## src/hdl/dtq_pkg.sv

```systemverilog
// types, codes and helpers shared by the deadline timer queue
package dtq_pkg;

    localparam int QUEUE_DEPTH_DEF = 16;
    localparam int TIME_W          = 48;
    localparam int HANDLE_W        = 8;
    localparam int SCOPE_W         = 8;
    localparam int ORDER_W         = 16;
    localparam int REQ_W           = 3;
    localparam int KIND_W          = 2;

    localparam logic [REQ_W-1:0] REQ_SCHED_ABS = 3'd0;
    localparam logic [REQ_W-1:0] REQ_SCHED_REL = 3'd1;
    localparam logic [REQ_W-1:0] REQ_CANCEL    = 3'd2;
    localparam logic [REQ_W-1:0] REQ_ADV_TO    = 3'd3;
    localparam logic [REQ_W-1:0] REQ_ADV_BY    = 3'd4;
    localparam logic [REQ_W-1:0] REQ_RESET     = 3'd5;

    localparam logic [KIND_W-1:0] EVT_ACK    = 2'd0;
    localparam logic [KIND_W-1:0] EVT_FIRE   = 2'd1;
    localparam logic [KIND_W-1:0] EVT_REPLAY = 2'd2;

    typedef struct packed {
        logic [REQ_W-1:0]    req_type;
        logic [TIME_W-1:0]   time_value;
        logic [HANDLE_W-1:0] handle_id;
        logic [SCOPE_W-1:0]  scope_id;
    } req_t;

    typedef struct packed {
        logic [KIND_W-1:0]   event_kind;
        logic [HANDLE_W-1:0] fired_handle;
        logic [TIME_W-1:0]   fired_deadline;
        logic [TIME_W-1:0]   current_time;
        logic [TIME_W-1:0]   next_deadline;
        logic                queue_empty;
        logic                dropped_full;
        logic                last;
    } rsp_t;

    typedef struct packed {
        logic [TIME_W-1:0]   deadline;
        logic [HANDLE_W-1:0] handle;
        logic [SCOPE_W-1:0]  scope;
        logic [ORDER_W-1:0]  order;
    } entry_t;

    typedef enum logic [1:0] {
        ST_IDLE,
        ST_SCAN,
        ST_DECIDE
    } state_t;

    function automatic logic [TIME_W-1:0] sat_add(input logic [TIME_W-1:0] a,
                                                  input logic [TIME_W-1:0] b);
        logic [TIME_W:0] sum;
        sum = {1'b0, a} + {1'b0, b};
        return sum[TIME_W] ? {TIME_W{1'b1}} : sum[TIME_W-1:0];
    endfunction

endpackage

```

## src/hdl/deadline_timer_queue.sv

```systemverilog
// deadline timer queue: top level with request sequencer and entry scan
//
// A request is taken when start is high and busy is low; busy then stays high
// until the request has been worked off. Results appear on result for one
// cycle each, marked by result_valid, and the final one of a request has
// result.last set. The receiver cannot hold results off.
// Every request walks the entry memory at least once: a scan reads one
// entry a cycle through the memory's single read port, and each pass ends
// in the decision state. Schedule, cancel and an advance or reset that
// removes nothing give their result after one pass; an advance makes a
// further pass for each timer it fires, and a reset one pass per replay.
// The next request may be taken in the cycle that shows the final result.
// Reset clears the current time, the insertion counter and all entry valid
// bits at once; the block takes requests in the first cycle after reset.
module deadline_timer_queue #(
    parameter int QUEUE_DEPTH = dtq_pkg::QUEUE_DEPTH_DEF
) (
    input  logic          clk,
    input  logic          rst_n,
    input  logic          start,
    input  dtq_pkg::req_t request,
    output logic          busy,
    output logic          result_valid,
    output dtq_pkg::rsp_t result
);

    import dtq_pkg::*;

    localparam int IDX_W = $clog2(QUEUE_DEPTH);
    localparam int CNT_W = $clog2(QUEUE_DEPTH + 1);

    state_t                   state_reg, state_next;
    logic [REQ_W-1:0]         op_reg, op_next;
    logic [SCOPE_W-1:0]       scope_reg, scope_next;
    logic [TIME_W-1:0]        now_reg, now_next;
    logic [ORDER_W-1:0]       counter_reg, counter_next;
    logic [QUEUE_DEPTH-1:0]   valid_reg, valid_next;
    logic [CNT_W-1:0]         cnt_reg, cnt_next;

    logic                     pend_reg, pend_next;
    logic [KIND_W-1:0]        pend_kind_reg, pend_kind_next;
    logic [HANDLE_W-1:0]      pend_handle_reg, pend_handle_next;
    logic [TIME_W-1:0]        pend_dl_reg, pend_dl_next;
    logic                     pend_drop_reg, pend_drop_next;

    logic                     best_found_reg, best_found_next;
    logic [TIME_W-1:0]        best_dl_reg, best_dl_next;
    logic [ORDER_W-1:0]       best_age_reg, best_age_next;
    logic [HANDLE_W-1:0]      best_handle_reg, best_handle_next;
    logic [IDX_W-1:0]         best_idx_reg, best_idx_next;

    rsp_t                     result_reg, result_next;
    logic                     result_valid_reg, result_valid_next;

    logic                     ram_we;
    logic [IDX_W-1:0]         ram_waddr;
    entry_t                   ram_wdata;
    logic [IDX_W-1:0]         ram_raddr;
    logic [$bits(entry_t)-1:0] ram_rdata;
    entry_t                   rd_entry;

    logic                     free_found;
    logic [IDX_W-1:0]         free_idx;
    logic [TIME_W-1:0]        sched_dl;
    logic [CNT_W-1:0]         cnt_prev;
    logic [IDX_W-1:0]         eval_idx;
    logic [ORDER_W-1:0]       eval_age;
    logic                     cancel_hit;
    logic                     better;
    logic                     due;
    logic [QUEUE_DEPTH-1:0]   remaining;
    logic [TIME_W-1:0]        next_dl;

    dtq_entry_ram #(
        .DEPTH (QUEUE_DEPTH),
        .WIDTH ($bits(entry_t))
    ) u_ram (
        .clk   (clk),
        .we    (ram_we),
        .waddr (ram_waddr),
        .wdata (ram_wdata),
        .raddr (ram_raddr),
        .rdata (ram_rdata)
    );

    assign rd_entry = entry_t'(ram_rdata);

    // lowest free slot
    always_comb
    begin
        free_found = 1'b0;
        free_idx   = '0;
        for (int i = QUEUE_DEPTH - 1; i >= 0; i--)
        begin
            if (!valid_reg[i])
            begin
                free_found = 1'b1;
                free_idx   = IDX_W'(i);
            end
        end
    end

    assign sched_dl   = (request.req_type == REQ_SCHED_ABS) ? request.time_value
                                                            : sat_add(now_reg, request.time_value);
    assign cnt_prev   = cnt_reg - CNT_W'(1);
    assign eval_idx   = cnt_prev[IDX_W-1:0];
    assign eval_age   = counter_reg - rd_entry.order;
    assign cancel_hit = (op_reg == REQ_CANCEL) && (scope_reg != '0)
                        && (rd_entry.scope == scope_reg);
    assign better     = !best_found_reg || (rd_entry.deadline < best_dl_reg)
                        || ((rd_entry.deadline == best_dl_reg) && (eval_age > best_age_reg));
    assign due        = best_found_reg && (best_dl_reg <= now_reg);
    assign next_dl    = best_found_reg ? best_dl_reg : {TIME_W{1'b1}};

    always_comb
    begin
        remaining               = valid_reg;
        remaining[best_idx_reg] = 1'b0;
    end

    always_comb
    begin
        state_next        = state_reg;
        op_next           = op_reg;
        scope_next        = scope_reg;
        now_next          = now_reg;
        counter_next      = counter_reg;
        valid_next        = valid_reg;
        cnt_next          = cnt_reg;
        pend_next         = pend_reg;
        pend_kind_next    = pend_kind_reg;
        pend_handle_next  = pend_handle_reg;
        pend_dl_next      = pend_dl_reg;
        pend_drop_next    = pend_drop_reg;
        best_found_next   = best_found_reg;
        best_dl_next      = best_dl_reg;
        best_age_next     = best_age_reg;
        best_handle_next  = best_handle_reg;
        best_idx_next     = best_idx_reg;
        result_next       = result_reg;
        result_valid_next = 1'b0;
        ram_we            = 1'b0;
        ram_waddr         = free_idx;
        ram_wdata.deadline = sched_dl;
        ram_wdata.handle   = request.handle_id;
        ram_wdata.scope    = request.scope_id;
        ram_wdata.order    = counter_reg;
        ram_raddr         = cnt_reg[IDX_W-1:0];

        case (state_reg)
            ST_IDLE:
            begin
                if (start)
                begin
                    state_next       = ST_SCAN;
                    op_next          = request.req_type;
                    scope_next       = request.scope_id;
                    cnt_next         = '0;
                    best_found_next  = 1'b0;
                    pend_next        = 1'b1;
                    pend_kind_next   = EVT_ACK;
                    pend_handle_next = '0;
                    pend_dl_next     = '0;
                    pend_drop_next   = 1'b0;
                    case (request.req_type)
                        REQ_SCHED_ABS, REQ_SCHED_REL:
                        begin
                            pend_drop_next = !free_found;
                            if (free_found)
                            begin
                                ram_we               = 1'b1;
                                valid_next[free_idx] = 1'b1;
                                counter_next         = counter_reg + ORDER_W'(1);
                            end
                        end
                        REQ_ADV_TO:
                        begin
                            pend_next = 1'b0;
                            if (request.time_value >= now_reg)
                            begin
                                now_next = request.time_value;
                            end
                        end
                        REQ_ADV_BY:
                        begin
                            pend_next = 1'b0;
                            now_next  = sat_add(now_reg, request.time_value);
                        end
                        REQ_RESET:
                        begin
                            pend_next = 1'b0;
                            now_next  = request.time_value;
                        end
                        default:
                        begin
                        end
                    endcase
                end
            end

            ST_SCAN:
            begin
                cnt_next = cnt_reg + CNT_W'(1);
                if ((cnt_reg != '0) && valid_reg[eval_idx])
                begin
                    if (cancel_hit)
                    begin
                        valid_next[eval_idx] = 1'b0;
                    end
                    else if (better)
                    begin
                        best_found_next  = 1'b1;
                        best_dl_next     = rd_entry.deadline;
                        best_age_next    = eval_age;
                        best_handle_next = rd_entry.handle;
                        best_idx_next    = eval_idx;
                    end
                end
                if (cnt_reg == CNT_W'(QUEUE_DEPTH))
                begin
                    state_next = ST_DECIDE;
                end
            end

            ST_DECIDE:
            begin
                state_next      = ST_IDLE;
                cnt_next        = '0;
                best_found_next = 1'b0;
                result_next.current_time = now_reg;
                result_next.dropped_full = 1'b0;
                if (op_reg == REQ_RESET)
                begin
                    result_valid_next          = 1'b1;
                    result_next.next_deadline  = {TIME_W{1'b1}};
                    result_next.queue_empty    = 1'b1;
                    if (best_found_reg)
                    begin
                        valid_next[best_idx_reg]   = 1'b0;
                        result_next.event_kind     = EVT_REPLAY;
                        result_next.fired_handle   = best_handle_reg;
                        result_next.fired_deadline = best_dl_reg;
                        result_next.last           = (remaining == '0);
                        if (remaining != '0)
                        begin
                            state_next = ST_SCAN;
                        end
                        else
                        begin
                            counter_next = '0;
                        end
                    end
                    else
                    begin
                        result_next.event_kind     = EVT_ACK;
                        result_next.fired_handle   = '0;
                        result_next.fired_deadline = '0;
                        result_next.last           = 1'b1;
                        counter_next               = '0;
                    end
                end
                else
                begin
                    result_next.event_kind     = pend_kind_reg;
                    result_next.fired_handle   = pend_handle_reg;
                    result_next.fired_deadline = pend_dl_reg;
                    result_next.dropped_full   = pend_drop_reg;
                    result_next.next_deadline  = next_dl;
                    result_next.queue_empty    = !best_found_reg;
                    result_next.last           = 1'b1;
                    result_valid_next          = pend_reg;
                    if (op_reg == REQ_ADV_TO || op_reg == REQ_ADV_BY)
                    begin
                        result_next.last = !due;
                        if (due)
                        begin
                            valid_next[best_idx_reg] = 1'b0;
                            pend_next                = 1'b1;
                            pend_kind_next           = EVT_FIRE;
                            pend_handle_next         = best_handle_reg;
                            pend_dl_next             = best_dl_reg;
                            pend_drop_next           = 1'b0;
                            state_next               = ST_SCAN;
                        end
                        else if (!pend_reg)
                        begin
                            result_valid_next          = 1'b1;
                            result_next.event_kind     = EVT_ACK;
                            result_next.fired_handle   = '0;
                            result_next.fired_deadline = '0;
                        end
                    end
                end
            end

            default:
            begin
                state_next = ST_IDLE;
            end
        endcase
    end

    always_ff @(posedge clk or negedge rst_n)
    begin
        if (!rst_n)
        begin
            state_reg        <= ST_IDLE;
            now_reg          <= '0;
            counter_reg      <= '0;
            valid_reg        <= '0;
            cnt_reg          <= '0;
            pend_reg         <= 1'b0;
            best_found_reg   <= 1'b0;
            result_valid_reg <= 1'b0;
        end
        else
        begin
            state_reg        <= state_next;
            now_reg          <= now_next;
            counter_reg      <= counter_next;
            valid_reg        <= valid_next;
            cnt_reg          <= cnt_next;
            pend_reg         <= pend_next;
            best_found_reg   <= best_found_next;
            result_valid_reg <= result_valid_next;
        end
    end

    always_ff @(posedge clk)
    begin
        op_reg          <= op_next;
        scope_reg       <= scope_next;
        pend_kind_reg   <= pend_kind_next;
        pend_handle_reg <= pend_handle_next;
        pend_dl_reg     <= pend_dl_next;
        pend_drop_reg   <= pend_drop_next;
        best_dl_reg     <= best_dl_next;
        best_age_reg    <= best_age_next;
        best_handle_reg <= best_handle_next;
        best_idx_reg    <= best_idx_next;
        result_reg      <= result_next;
    end

    assign busy         = (state_reg != ST_IDLE);
    assign result_valid = result_valid_reg;
    assign result       = result_reg;

    a_accept_busy: assert property (@(posedge clk) disable iff (!rst_n)
        start && !busy |=> busy)
        else $error("request taken but block not busy");

    a_replay_empty: assert property (@(posedge clk) disable iff (!rst_n)
        result_valid && (result.event_kind == EVT_REPLAY) |-> result.queue_empty)
        else $error("replay result with queue not empty");

    a_drop_ack: assert property (@(posedge clk) disable iff (!rst_n)
        result_valid && result.dropped_full |-> (result.event_kind == EVT_ACK))
        else $error("dropped flag on a non-acknowledge result");

    a_fire_due: assert property (@(posedge clk) disable iff (!rst_n)
        result_valid && (result.event_kind == EVT_FIRE)
            |-> (result.fired_deadline <= result.current_time))
        else $error("timer fired before its deadline");

endmodule

```

## src/hdl/dtq_entry_ram.sv

```systemverilog
// timer entry memory, one write port and one registered read port
module dtq_entry_ram #(
    parameter int DEPTH = 16,
    parameter int WIDTH = 80
) (
    input  logic                     clk,
    input  logic                     we,
    input  logic [$clog2(DEPTH)-1:0] waddr,
    input  logic [WIDTH-1:0]         wdata,
    input  logic [$clog2(DEPTH)-1:0] raddr,
    output logic [WIDTH-1:0]         rdata
);

    logic [WIDTH-1:0] mem [DEPTH];

    always_ff @(posedge clk)
    begin
        if (we)
        begin
            mem[waddr] <= wdata;
        end
    end

    always_ff @(posedge clk)
    begin
        rdata <= mem[raddr];
    end

endmodule
```

## config.mk

```make
export PLATFORM = sky130hd
export DESIGN_NAME = deadline_timer_queue
export DESIGN_NICKNAME = d
export VERILOG_FILES = /design/src/hdl/dtq_pkg.sv /design/src/hdl/deadline_timer_queue.sv /design/src/hdl/dtq_entry_ram.sv
export SDC_FILE = /design/constraint.sdc
export NUM_CORES = 2
export LEC_CHECK = 0
export BUFFER_PORTS_ARGS = -buffer_cell sky130_fd_sc_hd__buf_2
export CAP_MARGIN = 0
export CORE_ASPECT_RATIO = 1.75
export CORE_UTILIZATION = 35
export DETAILED_ROUTE_END_ITERATION = 16
export GPL_ROUTABILITY_DRIVEN = 0
export PLACE_DENSITY_LB_ADDON = 0.12
export SKIP_CTS_REPAIR_TIMING = 1
export SLEW_MARGIN = 20
export SYNTH_ARGS = -nofsm -noshare
export SYNTH_HDL_FRONTEND = slang
export SYNTH_HIERARCHICAL = 1
export SYNTH_SLANG_ARGS = --single-unit
```

## constraint.sdc

```tcl
create_clock -name clk -period 11.6 [get_ports clk]
set_clock_uncertainty 0.05 [all_clocks]
set_input_delay 1.16 -clock clk [delete_from_list [all_inputs] [get_ports clk]]
set_output_delay 1.16 -clock clk [all_outputs]
set_load 0.005 [all_outputs]
```

==> out/metrics.yaml <==
synth_cell_type_count: 88
drive_gt1_share_pct: 20.69
r2r-start: "counter_reg[2]"
timing.fmax_mhz: 152.8
tns_ns: 0
finalSetupViolations: 0
syn_inst: 4376
drtPass1Iterations: 6
holdCritPathClass: "reg -> reg"
wire_per_inst_um: 29.41
gr-total-overflow: 0
ys.flop_type: "edfxtp_1"
root_buffer: "clkbuf_16"
path_max_fanout: 38
worst_slew_pin_slew_ns: 1.156
worst_setup_path_start_kind: "register"
holdPathStages: 0
hold_viol_final: 0
layout_common_cells: "edfxtp_1 (1582), mux4_2 (325), ha_1 (232)"
yosys_warnings: 6
ant_nets: 0
rows: 221
track_usage_pct: 20.89
ys_ff_latch: 1752
initial_utilization_pct: 35.31
seq_area_um2: 51370
yosysSeqAreaShare_pct: 70.04
clockBufferDepth: 4
synth_top_area_share_pct: 64.78
via_per_inst: 5.448
die_x_um: 348.0
htreeDepth: 4
syn-cell-area_um2: 73330
grt_max_degree: 142
grt_pass1_vias: 42510
instances_no_fill: 7584
layout_commonest_cell: "edfxtp_1"
critPathKind: "reg -> reg"
fillers: 18820
min_period_ns: 6.544
crit_arrival_ns: 6.92
cts_tree: "built"
synth_fp_nets: 4681
wl_um: 223000
slew_headroom_pct: 22.74
cp.required_ns: 11.97
synth_area_per_cell_um2: 16.76
antenna_found_initial: 32
place_hpwl_um: 132600
status: "finished clean"
maxSlewViolCount: 0
cts_sinks: 1752
synthArstFlopShare_pct: 5.137
die-area_um2: 211400
r2r.worst_path.cells: 19
synth-edff-count: 1582
grt_pass1_wl_um: 316600
critPathLaunch: "counter_reg[2]"
drv_cap: 0
vdd_drop_max_mv: 0.1647
coreArea_um2: 207700
vias: 41320
remaining_drc_errors: 0
period_share_pct: 56.42
hp-start: "u_ram/rdata[28]"
layout.nets: 4958
largest_reg_flops: 1280
die_h_um: 607.5
synthTopCellsByArea: "edfxtp_1 (65%), mux4_2 (10%), ha_1 (4.0%), dfrtp_1 (3.1%), dfxtp_1 (2.2%)"
io_buffers: 228
rsz0062_at_grt: "no"
drt_iter0_markers: 3266
numCtsBuffers: 175
path_clk_slew_ns: 0.07
yosysTopAreaCell: "edfxtp_1"
io_pins: 229
syn2layout_area_growth_pct: 14.70
p_per_area_nw_per_um2: 244.3
worstSetupEndpointType: "register"
p_total_mw: 20.55
hold_ws_ns: 0.3307
p_leak_nw: 28.18
insertion_delay_ns: 0.84
dp_cells: 7262
multi_input_area_um2: 20610
metal layers:
layer / vias up / global-route usage (%) / part of all wire, % / routed length [µm]
li1: 17900 / - / - / -
met1: 21990 / 26.23 / 40 / 90260
met2: 1095 / 37.35 / 52 / 115900
met3: 321 / 2.747 / 4.8 / 10790
met4: 20 / 5.929 / 2.7 / 5943
met5: - / 0 / 0.065 / 146
Yosys cell counts, types with 21 or more instances:
cell type	number
nand2_1	220
nor2b_1	26
and2_1	77
nor3_1	40
xnor2_1	51
clkbuf_1	120
nor4_1	22
mux4_2	325
buf_2	36
dfrtp_1	90
nand3_1	90
buf_1	27
edfxtp_1	1582
o21ai_0	87
nand4_1	42
ha_1	233
nor2_1	192
dfxtp_1	80
nand2b_1	21
inv_1	201
a21oi_1	172
a22o_1	66
a22oi_1	166
a21o_1	71
a31oi_1	53
power by group:
group,total (mW),switching (mW),internal [mW]
logic,5.60,3.60,2.00
registers,8.98,0.501,8.48
clock network,5.96,2.45,3.51
kinds of logic (layout without fill, tap and decap cells):
kind of cell,Yosys count,count (layout),synth area share [%]
adder cells (fa/ha/maj),235,235,4.030
flip-flops,1752,1752,70.04
AND/OR/NAND/NOR,783,783,5.143
XOR/XNOR,57,57,0.7064
AO/OA/AOI/OAI,809,809,7.671
multiplexers,330,330,10.05
buffers and inverters,410,819,2.360
other,0,12,0
cell type report:
class                      instances  share of cell area, %
antenna                           12                0.03570
clock buffer                     229                  5.692
inverter                         203                 0.9060
tap                             2787                  4.146
sequential                      1752                  61.07
multi-input combinational       2214                  24.51
clock inverter                    80                  1.324
timing repair buffer             307                  2.312
metrics by stage:
step / instance area, µm² / utilization, % / worst slack [ns]
after floorplan: 73330 / - / 3.271
after global placement: 77970 / 37.55 / 4.931
after detailed placement: 78060 / 37.59 / 4.953
after CTS: 83960 / 40.43 / 4.912
after global routing: 84090 / 40.49 / 4.490
final: 84110 / 40.50 / 5.056
path summary, 6_finish.rpt:
check                                     endpoint  slack, ns
min in group asynchronous              now_reg[44]       0.41
worst max register to register      best_dl_reg[5]       5.06
max in group asynchronous               cnt_reg[1]       9.64
worst min-delay path            best_handle_reg[4]       0.33
worst min register to register  best_handle_reg[4]       0.33
worst max-delay path                best_dl_reg[5]       5.06
critical path: stages (launching register included):
cell,delay (ns)
dfrtp_1,0.77
ha_1,0.38
nor2b_1,0.14
o21ai_0,0.21
a21boi_0,0.16
o21ai_0,0.24
a21boi_0,0.16
o21ai_0,0.28
a21oi_1,0.14
o41ai_1,0.56
nand3_1,0.15
o311ai_0,0.17
ha_1,0.34
nand4_1,0.13
nor4_1,0.08
nor4_1,0.27
o21ai_0,0.22
a31oi_4,0.40
buf_4,0.69
buf_4,0.60
No activity file was read; power rests on OpenSTA's default activity.
